--- src/rtl/ljpe_pkg.sv ---
// Package with the shared constants, word types and codes of the Lennard-Jones energy block.
`timescale 1ns / 1ps
package ljpe_pkg;
	localparam int MAX_ATOMS = 32;
	localparam int ADDR_W    = $clog2(MAX_ATOMS);
	localparam int CNT_W     = $clog2(MAX_ATOMS + 1);
	localparam int COORD_W   = 22;
	localparam int SIG_W     = 20;
	localparam int ENERGY_W  = 48;
	localparam int CFG_IDX_W = 3;

	typedef struct packed {
		logic [COORD_W-1:0] atom_x;
		logic [COORD_W-1:0] atom_y;
		logic [COORD_W-1:0] atom_z;
		logic               last_atom;
	} atom_word_t;

	typedef struct packed {
		logic signed [ENERGY_W-1:0] energy_sum;
		logic                       saturated;
	} result_word_t;

	typedef struct packed {
		logic [COORD_W-1:0] box_x;
		logic [COORD_W-1:0] box_y;
		logic [COORD_W-1:0] box_z;
		logic [SIG_W-1:0]   sigma;
		logic [SIG_W-1:0]   eps;
	} cfg_t;

	typedef struct packed {
		logic [COORD_W-1:0] x;
		logic [COORD_W-1:0] y;
		logic [COORD_W-1:0] z;
		logic               store;
		logic [ADDR_W-1:0]  addr;
		logic [CNT_W-1:0]   cnt;
		logic               last;
	} cmd_t;

	typedef enum logic [CFG_IDX_W-1:0] {
		CFG_BOX_X = 3'd0,
		CFG_BOX_Y = 3'd1,
		CFG_BOX_Z = 3'd2,
		CFG_SIGMA = 3'd3,
		CFG_EPS   = 3'd4
	} cfg_idx_t;

	typedef enum logic [3:0] {
		ST_IDLE,
		ST_LOAD,
		ST_RD,
		ST_DIFF,
		ST_WRAP1,
		ST_WRAP2,
		ST_MUL,
		ST_POST,
		ST_DIV,
		ST_QCHK,
		ST_BIG,
		ST_ACC,
		ST_OUT
	} state_t;

	typedef enum logic [2:0] {
		MO_SQ,
		MO_SIG,
		MO_Q2,
		MO_Q3,
		MO_S12,
		MO_EPS
	} mul_op_t;

	localparam logic signed [48:0] TERM_MAX = 49'sd140737488355327;
	localparam logic signed [49:0] SUM_MAX  = 50'sd140737488355327;
	localparam logic signed [49:0] SUM_MIN  = -50'sd140737488355328;
endpackage

--- src/rtl/ljpe_cmd_fifo.sv ---
// Two-entry queue of classified words between the front end and the back end.
`timescale 1ns / 1ps
module ljpe_cmd_fifo import ljpe_pkg::*; (
	input  logic clk,
	input  logic arst_n,
	input  logic wr,
	input  cmd_t wr_data,
	output logic q_full,
	input  logic rd,
	output cmd_t rd_data,
	output logic q_empty
);
	cmd_t       mem [2];
	logic       wr_ptr_q;
	logic       rd_ptr_q;
	logic [1:0] count_q;
	logic       do_wr;
	logic       do_rd;

	assign q_full  = count_q == 2'd2;
	assign q_empty = count_q == 2'd0;
	assign do_wr   = wr && !q_full;
	assign do_rd   = rd && !q_empty;
	assign rd_data = mem[rd_ptr_q];

	always_ff @(posedge clk) begin
		if (do_wr) begin
			mem[wr_ptr_q] <= wr_data;
		end
	end

	always_ff @(posedge clk or negedge arst_n) begin
		if (!arst_n) begin
			wr_ptr_q <= 1'b0;
			rd_ptr_q <= 1'b0;
			count_q  <= 2'd0;
		end else begin
			if (do_wr) begin
				wr_ptr_q <= !wr_ptr_q;
			end
			if (do_rd) begin
				rd_ptr_q <= !rd_ptr_q;
			end
			count_q <= count_q + 2'(do_wr) - 2'(do_rd);
		end
	end
endmodule

--- config.mk ---
export PLATFORM = sky130hd
export DESIGN_NAME = ljpe_cmd_fifo
export DESIGN_NICKNAME = d
export VERILOG_FILES = /design/src/rtl/ljpe_pkg.sv /design/src/rtl/ljpe_cmd_fifo.sv
export SDC_FILE = /design/constraint.sdc
export NUM_CORES = 1
export LEC_CHECK = 0
export BUFFER_PORTS_ARGS = -buffer_cell sky130_fd_sc_hd__buf_2
export CORE_ASPECT_RATIO = 0.75
export CORE_MARGIN = 2
export CORE_UTILIZATION = 55
export CTS_CLUSTER_SIZE = 30
export DETAILED_ROUTE_END_ITERATION = 8
export PLACE_DENSITY_LB_ADDON = 0.25
export SETUP_SLACK_MARGIN = 0.15
export SLEW_MARGIN = 20
export SYNTH_ARGS = -nofsm -noshare
export SYNTH_HDL_FRONTEND = slang
export SYNTH_SLANG_ARGS = --single-unit
--- constraint.sdc ---
create_clock -name clk -period 8.6 [get_ports clk]
set_input_delay 0.86 -clock clk [delete_from_list [all_inputs] [get_ports clk]]
set_output_delay 0.86 -clock clk [all_outputs]
set_load 0.02 [all_outputs]
==> impl_metrics.toml <==
[yosys]
ys_types = 14
ys.flop_type = "edfxtp_1"
yosysSeqAreaShare_pct = 76.90
syn_inst = 264
ys_top_cells_by_area = "edfxtp_1 (75%), mux2_4 (19%), buf_12 (2.5%)"
yosys.area.top_type_share_pct = 75.31
netlist_area_mm2 = 0.006300
synth_most_common_cell = "edfxtp_1"
synth_commonest_cells = "edfxtp_1 (158), mux2_4 (79), buf_12 (8)"
yosysTopAreaCell = "edfxtp_1"
syn-num-nets = 349
ys_ff_latch = 162
synth-edff-count = 158
syn_avg_cell_area_um2 = 23.86
async_reset_ff_share_pct = 2.469
synth.yosys.warnings = 0

[clock_tree]
cts_tree = "built"
clk_path_buf_depth = 2
htree_levels = 4
ctsHoldBuffers = 0
postCtsSetupRepairBufs = 0
clkLatencyLatePin_ns = 0.41
cts_resized = 0
ctsRootBufferMaster = "clkbuf_16"
numClockSinks = 162
cts_buffers = 17
path_clk_slew_ns = 0.06

[route]
post_drt_wl_per_cell_um = 17.92
drtIter0Drc = 183
drt_pre_antenna_iters = 4
drtAntennaViolNets = 0
drc = 0
vias = 3027
routed_via_density = 5.105
drt_wl_total_um = 10630

[global_route]
grt_pass1_vias = 3106
grt_usage_pct = 17.95
grt_pass1_wl_um = 16370
grt_max_degree = 80
antenna_found_initial = 0
gr-total-overflow = 0

[pwr]
p_int_mw = 2.036
powerDensity_mw_per_mm2 = 375.2
seqPwrFrac_pct = 40.1
power_frac_comb_pct = 32.4
power.total_mw = 2.931
switching_share_pct = 30.53
p_leak_nw = 3.183
power.switching_uw = 894.8
pwr-share-clk_pct = 27.5
ir_drop_mv = 0.2753

[sta]
worst_slew_pin_slew_ns = 0.9978
finalCritPeriodShare_pct = 40.61
worst_slack_ns = 5.107
maxSlewViolCount = 0
finalSetupTns_ns = 0
fin_skew_ns = 0.01008
rsz0062_at_grt = "false"
hold_viol = 0
setup_viol = 0
post-route-min-period_ns = 3.493
fmaxAchievable_ghz = 0.2863
maxSlewHeadroom_pct = 33.48

[floorplan]
core_area_mm2 = 0.01107
start_util_pct = 56.93
die_w_um = 127.6
rows = 33
ios = 164
die_y_um = 96.69
dieArea_mm2 = 0.01234

[placed_design]
numPortBuffers = 163
dp_hpwl_um = 6726
gp_congestion = 0.6971
pre_cts_ws_ns = 5.517

[worst_setup_path]
start_kind = "flop"
path_max_fanout = 45
cp.arrival_ns = 2.63
r2r_end = "mem[0][50]$_DFFE_PP_"
worstSetupEndpoint = "rd_data[16]"
reg2regPathDepth = 4
end_kind = "primary output"
r2r_setup_slack_ns = 6.48
critPathLaunch = "rd_ptr_q$_DFFE_PN0P_"
critPathKind = "flop to primary output"
cp.required_ns = 7.74
rr_startpoint = "count_q[1]$_DFF_PN0_"

[flow_run]
drv_cap = 0

[cells_and_area]
fillers = 716
drive_gt1_share_pct = 61.37
fin_nets = 525
seqCellArea_mm2 = 0.004848
syn_to_final_growth_pct = 24.01
multi_input_area_mm2 = 0.001289
postLayoutCoreUtil_pct = 70.60
antenna_cells = 0

[worst_hold_path]
holdCritPathClass = "input port to async pin"

[outcome]
run_status = "finished clean"
==> cell usage in the layout, fill, tap and decap left out, types with 3 or more instances in the layout <==
| cell | count |
|---|---|
| mux2_4 | 79 |
| buf_2 | 163 |
| xnor2_1 | 3 |
| clkinvlp_4 | 3 |
| bufinv_16 | 5 |
| clkbuf_16 | 17 |
| dfrtp_1 | 3 |
| edfxtp_1 | 158 |
==> logic make-up (layout without fill, tap and decap cells) <==
kind of cell               count (synthesis)  count (layout)  share of synthesized area, %
xor gates and xnor gates                   4               4                        0.5562
buffers and inverters                     11             200                         2.840
muxes                                     79              79                         18.83
DFF                                      162             162                         76.90
and+or+nand+nor                            6               6                        0.4768
adders and majority gates                  2               2                        0.3972
==> through the flow <==
| step | instance area, um2 | hold WS (ns) | instances |
|---|---|---|---|
| global placement | 7151 | 0.4932 | 560 |
| floorplan | 6300 | 0.4608 | 264 |
| finish | 7812 | 0.2410 | 593 |
| detailed placement | 7151 | 0.4931 | 560 |
| CTS | 7792 | 0.2271 | 592 |
| global route | 7812 | 0.2330 | 593 |
==> how the worst min path moves through the flow <==
stage	from	endpoint
after floorplan	wr_ptr_q$_DFFE_PN0P_	wr_ptr_q$_DFFE_PN0P_
after global placement	count_q[1]$_DFF_PN0_	count_q[1]$_DFF_PN0_
after detailed placement	count_q[1]$_DFF_PN0_	count_q[1]$_DFF_PN0_
after CTS	arst_n	wr_ptr_q$_DFFE_PN0P_
after global routing	arst_n	wr_ptr_q$_DFFE_PN0P_
final	arst_n	wr_ptr_q$_DFFE_PN0P_
==> sequential cells by signal, summed over array words and instances, names as in the netlist <==
name      cells
mem         158
rd_ptr_q      1
count_q       2
wr_ptr_q      1
==> cell type report <==
cell class                 instances  share of cell area, %
sequential                       162                  62.06
multi-input combinational         91                  16.50
timing repair buffer             166                  10.89
clock buffer                      19                  5.541
clock inverter                    13                  2.675
tap                              140                  2.242
inverter                           2                0.09609
==> metal layers <==
metal  vias to the layer above  global-route usage (%)  wire length (um)
met4                         0                   6.340               133
met2                       130                   28.30              5139
met3                        14                   6.692               865
met5                         -                       0                 0
met1                      1487                   23.09              4489
li1                       1396                       -                 -
==> power by group through the flow <==
stage / registers, mW / logic [mW] / clock network [mW]
final: 1.18 / 0.950 / 0.805
after global routing: 1.20 / 1.01 / 0.858
after CTS: 1.18 / 0.959 / 0.823
after detailed placement: 1.20 / 0.952 / 0
after global placement: 1.19 / 0.940 / 0
after floorplan: 1.15 / 0.815 / 0
==> critical path, stage by stage, from the launching register on <==
cell and delay, ns:
dfrtp_4 0.86, buf_4 0.78, mux2_4 0.36, buf_2 0.16
Power figures use the tool's default switching activity.
