<file path="config.mk">
export PLATFORM = sky130hd
export DESIGN_NAME = ljpe_front
export DESIGN_NICKNAME = d
export VERILOG_FILES = /design/src/rtl/ljpe_pkg.sv /design/src/rtl/ljpe_front.sv
export SDC_FILE = /design/constraint.sdc
export NUM_CORES = 1
export LEC_CHECK = 0
export ABC_AREA = 1
export BUFFER_PORTS_ARGS = -buffer_cell sky130_fd_sc_hd__buf_2
export CAP_MARGIN = 10
export CORE_MARGIN = 2
export CORE_UTILIZATION = 26
export CTS_CLUSTER_DIAMETER = 80
export DETAILED_ROUTE_END_ITERATION = 8
export GPL_ROUTABILITY_DRIVEN = 0
export MAX_ROUTING_LAYER = met4
export PLACE_DENSITY = 0.73
export SLEW_MARGIN = 20
export SYNTH_ARGS = -nofsm -noshare
export SYNTH_HDL_FRONTEND = slang
export SYNTH_SLANG_ARGS = --single-unit
</file>
<file path="constraint.sdc">
create_clock -name clk -period 1.2 [get_ports clk]
set_input_delay 0.24 -clock clk [delete_from_list [all_inputs] [get_ports clk]]
set_output_delay 0.24 -clock clk [all_outputs]
set_load 0.005 [all_outputs]
</file>
<file path="src/rtl/ljpe_pkg.sv">
// Package with the shared constants, word types and codes of the Lennard-Jones energy block.
`timescale 1ns / 1ps
package ljpe_pkg;
	localparam int MAX_ATOMS = 32;
	localparam int ADDR_W    = $clog2(MAX_ATOMS);
	localparam int CNT_W     = $clog2(MAX_ATOMS + 1);
	localparam int COORD_W   = 22;
	localparam int SIG_W     = 20;
	localparam int ENERGY_W  = 48;
	localparam int CFG_IDX_W = 3;

	typedef struct packed {
		logic [COORD_W-1:0] atom_x;
		logic [COORD_W-1:0] atom_y;
		logic [COORD_W-1:0] atom_z;
		logic               last_atom;
	} atom_word_t;

	typedef struct packed {
		logic signed [ENERGY_W-1:0] energy_sum;
		logic                       saturated;
	} result_word_t;

	typedef struct packed {
		logic [COORD_W-1:0] box_x;
		logic [COORD_W-1:0] box_y;
		logic [COORD_W-1:0] box_z;
		logic [SIG_W-1:0]   sigma;
		logic [SIG_W-1:0]   eps;
	} cfg_t;

	typedef struct packed {
		logic [COORD_W-1:0] x;
		logic [COORD_W-1:0] y;
		logic [COORD_W-1:0] z;
		logic               store;
		logic [ADDR_W-1:0]  addr;
		logic [CNT_W-1:0]   cnt;
		logic               last;
	} cmd_t;

	typedef enum logic [CFG_IDX_W-1:0] {
		CFG_BOX_X = 3'd0,
		CFG_BOX_Y = 3'd1,
		CFG_BOX_Z = 3'd2,
		CFG_SIGMA = 3'd3,
		CFG_EPS   = 3'd4
	} cfg_idx_t;

	typedef enum logic [3:0] {
		ST_IDLE,
		ST_LOAD,
		ST_RD,
		ST_DIFF,
		ST_WRAP1,
		ST_WRAP2,
		ST_MUL,
		ST_POST,
		ST_DIV,
		ST_QCHK,
		ST_BIG,
		ST_ACC,
		ST_OUT
	} state_t;

	typedef enum logic [2:0] {
		MO_SQ,
		MO_SIG,
		MO_Q2,
		MO_Q3,
		MO_S12,
		MO_EPS
	} mul_op_t;

	localparam logic signed [48:0] TERM_MAX = 49'sd140737488355327;
	localparam logic signed [49:0] SUM_MAX  = 50'sd140737488355327;
	localparam logic signed [49:0] SUM_MIN  = -50'sd140737488355328;
endpackage

</file>
<file path="src/rtl/ljpe_front.sv">
// Front end: accepts atom words, counts the set and classifies each word for the back end.
`timescale 1ns / 1ps
module ljpe_front import ljpe_pkg::*; (
	input  logic       clk,
	input  logic       arst_n,
	input  logic       push,
	output logic       full,
	input  atom_word_t atom,
	input  logic       q_full,
	output logic       q_push,
	output cmd_t       q_cmd
);
	logic [CNT_W-1:0] count_q;
	logic             store;
	logic             accept;

	assign accept = push && !q_full;
	assign full   = q_full;
	assign q_push = accept;
	assign store  = count_q < CNT_W'(MAX_ATOMS);

	always_comb begin
		q_cmd.x     = atom.atom_x;
		q_cmd.y     = atom.atom_y;
		q_cmd.z     = atom.atom_z;
		q_cmd.store = store;
		q_cmd.addr  = count_q[ADDR_W-1:0];
		q_cmd.cnt   = store ? count_q + CNT_W'(1) : count_q;
		q_cmd.last  = atom.last_atom;
	end

	always_ff @(posedge clk or negedge arst_n) begin
		if (!arst_n) begin
			count_q <= '0;
		end else if (accept) begin
			if (atom.last_atom) begin
				count_q <= '0;
			end else if (store) begin
				count_q <= count_q + CNT_W'(1);
			end
		end
	end
endmodule

</file>
==> impl_metrics.json, run 1 <==
{
  "status": "complete, but fails checks",
  "violations": "negative setup slack",
  "port_buffers": 19,
  "synth_nets": 204,
  "cts.clk_slew.worst_paths_ps": 40,
  "hpwlAfterDp_microns": 1420,
  "post-route-util": 0.190,
  "ctsRootBufferMaster": "clkbuf_8",
  "met3_usage": 0.0257,
  "p_leak_nw": 0.382,
  "criticalPathCategory": "flip-flop to output port",
  "slew_viol_final": 0,
  "nNetsFinal": 161,
  "netlist_area_sq_um": 986,
  "period_minus_slack_ps": 1510,
  "die_h_microns": 65.6,
  "cts_made_buffers": 3,
  "register_area_sq_um": 151,
  "multiInputGateArea_sq_um": 220,
  "antenna-diode-count": 0,
  "dp.cells": 129,
  "setup_tns_ps": -1560,
  "clkLatencyLatePin_ps": 230,
  "overflow": 0,
  "grt_pass1_wl_microns": 2530,
  "fin_crit_sh": 1.26,
  "most-common-layout-cells": "buf_2, nand2_1, inv_1",
  "wl_microns": 1830,
  "use_met2": 0.112,
  "synth_seq_cells": 6,
  "worst_clock_skew_ps": 2.06,
  "setup_ws_ps": -310,
  "design.core.area_sq_um": 3660,
  "wl_per_cell_microns": 13.6,
  "grt_pass1_vias": 504,
  "largest_reg_flops": 6,
  "cap_violations": 0,
  "hold_viol": 0,
  "post-place-ws_ps": -84.2,
  "dieArea_sq_um": 4300,
  "yosysUniqueCellTypes": 23,
  "final_common_cell": "buf_2",
  "ios": 152,
  "worstPathRequired_ps": 960,
  "r2r_slack_ps": 40,
  "grt_antenna_before_repair": 0,
  "slew_headroom": 0.831,
  "rsz0062_at_grt": "yes",
  "yosys_warnings": 0,
  "rows": 22,
  "grt_max_degree": 9,
  "start_kind": "flip-flop",
  "initial_core_util": 0.269,
  "top_regs": "count_q x6",
  "fillCellCount": 407,
  "tightest_slew_ps": 254,
  "drive_gt1_frac": 0.517,
  "post_drt_via_cell_ratio": 3.95,
  "track_usage": 0.0870,
  "regMostFlops": "count_q",
  "cts_tree": "built",
  "syn-instance-count": 132,
  "h-tree-depth": 1,
  "busiest_layer": "met4",
  "die_x_microns": 65.6,
  "grt_util_met1": 0.0800,
  "holdWs_ps": 330,
  "drc": 0,
  "cp.arrival_ps": 1270,
  "setup_violations": 6,
  "hold_path.class": "input pin to flip-flop",
  "dr.pass1.iters": 4,
  "max_freq_mhz": 662,
  "endpoint_kind": "output port",
  "drt_iter0_markers": 68,
  "ys_seq_area_frac": 0.152,
  "cp_max_fo": 2,
  "vdd_drop_max_v": 0.000267,
  "vias": 533,
  "power_density_nw_per_um2": 1170,
  "cts.path.max_buffers": 2,
  "syn_area_per_cell_sq_um": 7.47,
  "fin_cells": 135,
  "area_growth_pct": -29.4,
  "clock-sinks": 6,
  "ant_nets": 0
}
power by group:
group	leakage (nW)	switching [mW]	internal, mW
registers	0.0799	0.0189	0.221
clock network	0.0216	0.104	0.217
logic	0.281	0.121	0.132
metrics by stage:
step,power [mW],instance area [sq um]
after global placement,0.476,612
final,0.813,696
after floorplan,0.557,986
after global routing,0.853,696
after detailed placement,0.479,612
after CTS,0.821,676
final timing paths:
| path | cells past startpoint | from | end |
|---|---|---|---|
| max in group asynchronous | 2 | arst_n | count_q[5] |
| max | 7 | count_q[0] | q_cmd[5] |
| min reg2reg | 2 | count_q[4] | count_q[4] |
| min | 4 | atom[0] | count_q[5] |
| max reg2reg | 5 | count_q[1] | count_q[1] |
| min in group asynchronous | 2 | arst_n | count_q[1] |
metal layers:
layer | up-vias | routed length (microns)
li1 | 238 | -
met1 | 229 | 602
met2 | 39 | 775
met3 | 27 | 240
met4 | 0 | 212
met5 | - | 0
kinds of logic (layout without fill, tap and decap cells):
| kind of cell | Yosys count | after routing | synth area share |
|---|---|---|---|
| buffers and inverters | 90 | 45 | 0.635 |
| AO/OA/AOI/OAI | 6 | 6 | 0.0469 |
| XOR/XNOR | 1 | 1 | 0.00888 |
| adder cells (fa/ha/maj) | 1 | 1 | 0.0127 |
| AND/OR/NAND/NOR | 28 | 28 | 0.145 |
| flip-flops | 6 | 6 | 0.152 |
layout make-up:
class	instances	share of cell area
timing repair buffer	27	0.236
multi-input combinational	36	0.317
sequential	6	0.218
clock buffer	3	0.0594
tap	48	0.0863
inverter	15	0.0845
worst max-delay path, cell delays in order, from the launching register on:
cell	delay, ps
dfrtp_1	350
ha_2	190
inv_2	50
nor2_4	80
nand4_1	110
nand2_1	100
inv_1	40
buf_2	110
cells in the mapped netlist:
master    number  area [sq um]
a21oi_2        1          8.76
and2_4         1          8.76
buf_4         74           556
buf_6          1          11.3
clkinv_1       1          3.75
dfrtp_1        6           150
ha_1           1          12.5
inv_1         11          41.3
inv_2          2          7.51
inv_4          1          6.26
nand2_1       15          56.3
nand2_4        1          11.3
nand3_1        3          15.0
nand3_2        1          10.0
nand4_1        2          12.5
nor2_1         3          11.3
nor2_2         1          6.26
nor2_4         1          11.3
o21ai_1        1          5.00
o21ai_2        1          8.76
o21bai_2       1          11.3
o22ai_1        2          12.5
xor2_1         1          8.76
what timing repair did:
action | 4_1_cts | 5_1_grt
setup buffers | 0 | 2
endpoints found under the hold margin | 6 | 0
resized for setup | 6 | 1
pin swaps | 2 | 3
gates cloned | 0 | 0
setup endpoints to repair | 7 | 6
hold buffers | 1 | 0
(Power assumes the default switching activity.)
==> run 2: changes to the inputs <==
--- a/config.mk
+++ b/config.mk
@@ -8,13 +8,13 @@
 export ABC_AREA = 1
 export BUFFER_PORTS_ARGS = -buffer_cell sky130_fd_sc_hd__buf_2
 export CAP_MARGIN = 10
-export CORE_MARGIN = 2
+export CORE_MARGIN = 3
 export CORE_UTILIZATION = 26
 export CTS_CLUSTER_DIAMETER = 80
 export DETAILED_ROUTE_END_ITERATION = 8
 export GPL_ROUTABILITY_DRIVEN = 0
 export MAX_ROUTING_LAYER = met4
-export PLACE_DENSITY = 0.73
+export PLACE_DENSITY = 0.77
 export SLEW_MARGIN = 20
 export SYNTH_ARGS = -nofsm -noshare
 export SYNTH_HDL_FRONTEND = slang
==> impl_metrics.json, run 2 (synthesis results as in run 1) <==
{
  "multiInputGateArea_sq_um": 251,
  "hpwlAfterDp_microns": 1400,
  "port_buffers": 19,
  "worst_clock_skew_ps": 3.76,
  "internal-power_mw": 0.601,
  "setup_tns_ps": -1550,
  "slew_headroom": 0.839,
  "rows": 21,
  "hold_viol": 0,
  "clkLatencyLatePin_ps": 220,
  "antenna-diode-count": 0,
  "setup_ws_ps": -275,
  "vias": 527,
  "slew_viol_final": 0,
  "cts.path.max_buffers": 2,
  "ctsRootBufferMaster": "clkbuf_8",
  "dieArea_sq_um": 4570,
  "pwr-share-comb": 0.357,
  "largest_reg_flops": 6,
  "period_minus_slack_ps": 1470,
  "grt_antenna_before_repair": 0,
  "p_sw_frac": 0.293,
  "die_x_microns": 67.6,
  "pwr-share-clk": 0.354,
  "min_path_cells": 4,
  "dr.pass1.iters": 4,
  "track_usage": 0.0851,
  "setup_violations": 7,
  "die_h_microns": 67.6,
  "cp.arrival_ps": 1230,
  "power.total_mw": 0.850,
  "area_growth_pct": -23.0,
  "status": "complete, but fails checks",
  "p_seq_frac": 0.289,
  "hold_path.class": "input pin to flip-flop",
  "grt_pass1_vias": 526,
  "drive_gt1_frac": 0.562,
  "regMostFlops": "count_q",
  "top_regs": "count_q x6",
  "h-tree-depth": 1,
  "drt_iter0_markers": 21,
  "r2r.worst_path.cells": 5,
  "ios": 152,
  "most-common-layout-cells": "buf_2, nand2_1, inv_1",
  "power_density_nw_per_um2": 1120,
  "p_switching_mw": 0.249,
  "grt_max_degree": 9,
  "final_common_cell": "buf_2",
  "criticalPathCategory": "flip-flop to output port",
  "drc": 0,
  "overflow": 0,
  "p_leak_nw": 0.405,
  "cap_violations": 0,
  "cts_tree": "built",
  "cts_made_buffers": 3,
  "tightest_slew_ps": 241,
  "worstPathRequired_ps": 960,
  "endpoint_kind": "output port",
  "ant_nets": 0,
  "clock-sinks": 6,
  "cp_max_fo": 2,
  "register_area_sq_um": 151,
  "grt_pass1_wl_microns": 2650,
  "start_kind": "flip-flop",
  "fin_crit_sh": 1.23,
  "violations": "negative setup slack",
  "nNetsFinal": 163,
  "rsz0062_at_grt": "yes",
  "initial_core_util": 0.282,
  "max_freq_mhz": 678,
  "post_drt_via_cell_ratio": 3.90,
  "wl_per_cell_microns": 14.0,
  "design.core.area_sq_um": 3490,
  "wl_microns": 1890,
  "cts.clk_slew.worst_paths_ps": 40,
  "vdd_drop_max_v": 0.000320,
  "fillCellCount": 388
}
run 2: layer usage:
| metal | GRT usage | wire length, microns | vias to the layer above | part of all wire |
|---|---|---|---|---|
| met5 | - | 0 | - | 0 |
| met4 | 0.0734 | 111 | 0 | 0.059 |
| met3 | 0.0516 | 270 | 16 | 0.14 |
| met2 | 0.124 | 893 | 40 | 0.47 |
| met1 | 0.0781 | 609 | 231 | 0.32 |
| li1 | - | - | 240 | - |
run 2: layout make-up:
| cell class | count | share of cell area |
|---|---|---|
| inverters | 15 | 0.0807 |
| repair buffers | 29 | 0.259 |
| multi-input cells | 36 | 0.331 |
| flip-flops and latches | 6 | 0.199 |
| well taps | 46 | 0.0758 |
| clock buffers | 3 | 0.0544 |
run 2: stage by stage:
stage	cells	util	hold WS, ps	worst slack (ps)	cell area, sq um
floorplan	132	-	-55.6	31.8	986
global placement	128	0.177	73.5	-66.9	617
detailed placement	128	0.177	74.9	-80.5	617
CTS	133	0.205	351	-263	716
global route	135	0.217	371	-416	759
finish	135	0.217	342	-275	759
run 2: what timing repair did:
action,4_1_cts,5_1_grt
hold endpoints to repair,6,0
hold buffers,1,0
pin swaps,3,1
buffers inserted,2,4
resized for setup,11,6
endpoints found under the setup margin,7,8
run 2: power groups by stage:
stage               sequential (mW)  clock, mW  combinational (mW)
global route                  0.249      0.325               0.338
floorplan                     0.247          0               0.310
global placement              0.239          0               0.238
CTS                           0.245      0.307               0.283
detailed placement            0.240          0               0.240
finish                        0.246      0.301               0.303
run 2: final timing paths:
| kind | start | endpoint | slack, ps |
|---|---|---|---|
| min in group asynchronous | arst_n | count_q[5] | 380 |
| max in group asynchronous | arst_n | count_q[5] | 660 |
| hold / removal | atom[0] | count_q[5] | 340 |
| setup reg to reg | count_q[0] | count_q[1] | 50 |
| hold reg to reg | count_q[4] | count_q[4] | 560 |
| setup / recovery | count_q[0] | q_cmd[5] | -270 |
run 2: critical path, cell delays in order, from the launching register on:
cell and delay, ps:
dfrtp_1 390, ha_4 170, inv_4 40, nor2_4 80, nand4_1 100, nand2_1 80
inv_1 30, buf_2 110
==> run 3: changes to the inputs <==
==> constraint.sdc (replaced) <==
create_clock -name clk -period 1.2 [get_ports clk]
set_input_delay 0.24 -clock clk [delete_from_list [all_inputs] [get_ports clk]]
set_output_delay 0.24 -clock clk [all_outputs]
set_load 0.02 [all_outputs]
==> impl_metrics.json, run 3 (synthesis results as in run 1) <==
{
  "h-tree-depth": 1,
  "hold_viol": 0,
  "criticalPathCategory": "flip-flop to output port",
  "port_buffers": 19,
  "antenna-diode-count": 0,
  "drc": 0,
  "endpoint_kind": "output port",
  "worstPathRequired_ps": 960,
  "grt_max_degree": 9,
  "max_freq_mhz": 658,
  "top_layer_used": "met4",
  "dr.pass1.iters": 4,
  "tightest_slew_ps": 263,
  "clock-sinks": 6,
  "p_leak_nw": 0.392,
  "worst_path_largest_cell_delay_ps": 380,
  "area_growth_pct": -25.8,
  "met3_length_microns": 306,
  "wl_met2_microns": 823,
  "cts_tree": "built",
  "cp_max_fo": 4,
  "worstPathCellList": "buf_4 > inv_1 > nor2_1 > nand3_1 > nand2_1 > inv_1 > buf_2",
  "fin_crit_sh": 1.27,
  "largest_reg_flops": 6,
  "post-place-ws_ps": -125,
  "ios": 152,
  "cap_violations": 0,
  "track_usage": 0.0816,
  "design.core.area_sq_um": 3490,
  "drt_iter0_markers": 37,
  "post_drt_via_cell_ratio": 4.05,
  "cp.arrival_ps": 1280,
  "fin_cells": 134,
  "die_x_microns": 67.6,
  "nNetsFinal": 162,
  "violations": "negative setup slack",
  "power_density_nw_per_um2": 1220,
  "vias": 543,
  "overflow": 0,
  "period_minus_slack_ps": 1520,
  "cts.path.max_buffers": 2,
  "crit_slowest_cell": "dfrtp_1",
  "start_kind": "flip-flop",
  "grt_antenna_before_repair": 0,
  "grt_pass1_wl_microns": 2460,
  "wl_microns": 1820,
  "regMostFlops": "count_q",
  "dp.cells": 128,
  "clkLatencyLatePin_ps": 220,
  "cts_made_buffers": 3,
  "top_regs": "count_q x6",
  "rsz0062_at_grt": "yes",
  "initial_core_util": 0.282,
  "most-common-layout-cells": "buf_2, nand2_1, inv_1, buf_4",
  "status": "complete, but fails checks",
  "met1_length_microns": 593,
  "r2r_slack_ps": -60,
  "cts.clk_slew.worst_paths_ps": 40,
  "slew_viol_final": 0,
  "setup_ws_ps": -319,
  "hpwlAfterDp_microns": 1410,
  "wl_per_cell_microns": 13.6,
  "dieArea_sq_um": 4570,
  "ctsRootBufferMaster": "clkbuf_8",
  "vdd_drop_max_v": 0.000368,
  "fillCellCount": 395,
  "path_common_cell": "inv_1",
  "final_common_cell": "buf_2",
  "path_buf_inv": 4,
  "ant_nets": 0,
  "drive_gt1_frac": 0.545,
  "setup_violations": 9,
  "cp_top_family": "buffers and inverters",
  "die_h_microns": 67.6,
  "grt_pass1_vias": 495,
  "worst_clock_skew_ps": 1.37,
  "hold_path.class": "input pin to flip-flop",
  "slew_headroom": 0.824,
  "rows": 21
}
==> run 3: what timing repair did <==
| item | 4_1_cts | 5_1_grt |
|---|---|---|
| pin swaps | 1 | 3 |
| setup endpoints to repair | 7 | 8 |
| buffers inserted | 2 | 1 |
| hold endpoints to repair | 6 | 0 |
| resized for setup | 12 | 3 |
| hold buffers | 1 | 0 |
==> run 3: final cells by class <==
class	count	area, sq um	share of cell area
clock buffer	3	41.3	0.0564
timing repair buffer	28	190	0.260
tap	46	57.6	0.0786
inverter	15	58.8	0.0803
sequential	6	151	0.207
multi-input combinational	36	233	0.318
==> run 3: power by group <==
group          total, mW  leakage, nW  switching [mW]  internal (mW)
clock              0.297       0.0216          0.0821          0.215
combinational      0.352        0.290           0.186          0.166
sequential         0.246       0.0799          0.0250          0.221
total              0.895        0.392           0.293          0.602
==> run 3: worst paths after layout <==
check                           start         end  cells past startpoint
setup / recovery           count_q[0]    q_cmd[4]                      7
hold / removal                atom[0]  count_q[5]                      4
setup reg to reg           count_q[1]  count_q[1]                      6
hold reg to reg            count_q[4]  count_q[4]                      2
max in group asynchronous      arst_n  count_q[5]                      2
min in group asynchronous      arst_n  count_q[0]                      2
==> run 3: worst reg2reg max path: stages, from the launching register on <==
cell	delay, ps
dfrtp_1	410
ha_4	280
nand2_2	40
and2_4	130
buf_4	120
buf_4	120
o21ai_2	100
==> run 3: stage by stage <==
stage                     TNS, ps  power [mW]  utilization  hold WS (ps)  instance area [sq um]
after floorplan             -10.0       0.760            -         -55.6                    986
after global placement       -330       0.537        0.177          74.7                    617
after detailed placement     -401       0.538        0.177          76.9                    617
after CTS                   -1700       0.874        0.202           346                    707
after global routing        -2570       0.955        0.209           362                    732
final                       -1910       0.895        0.209           352                    732
==> run 3: metal layers <==
layer	vias to the layer above	GRT usage
li1	239	-
met1	239	0.0671
met2	49	0.113
met3	16	0.0566
met4	0	0.0911
met5	-	-
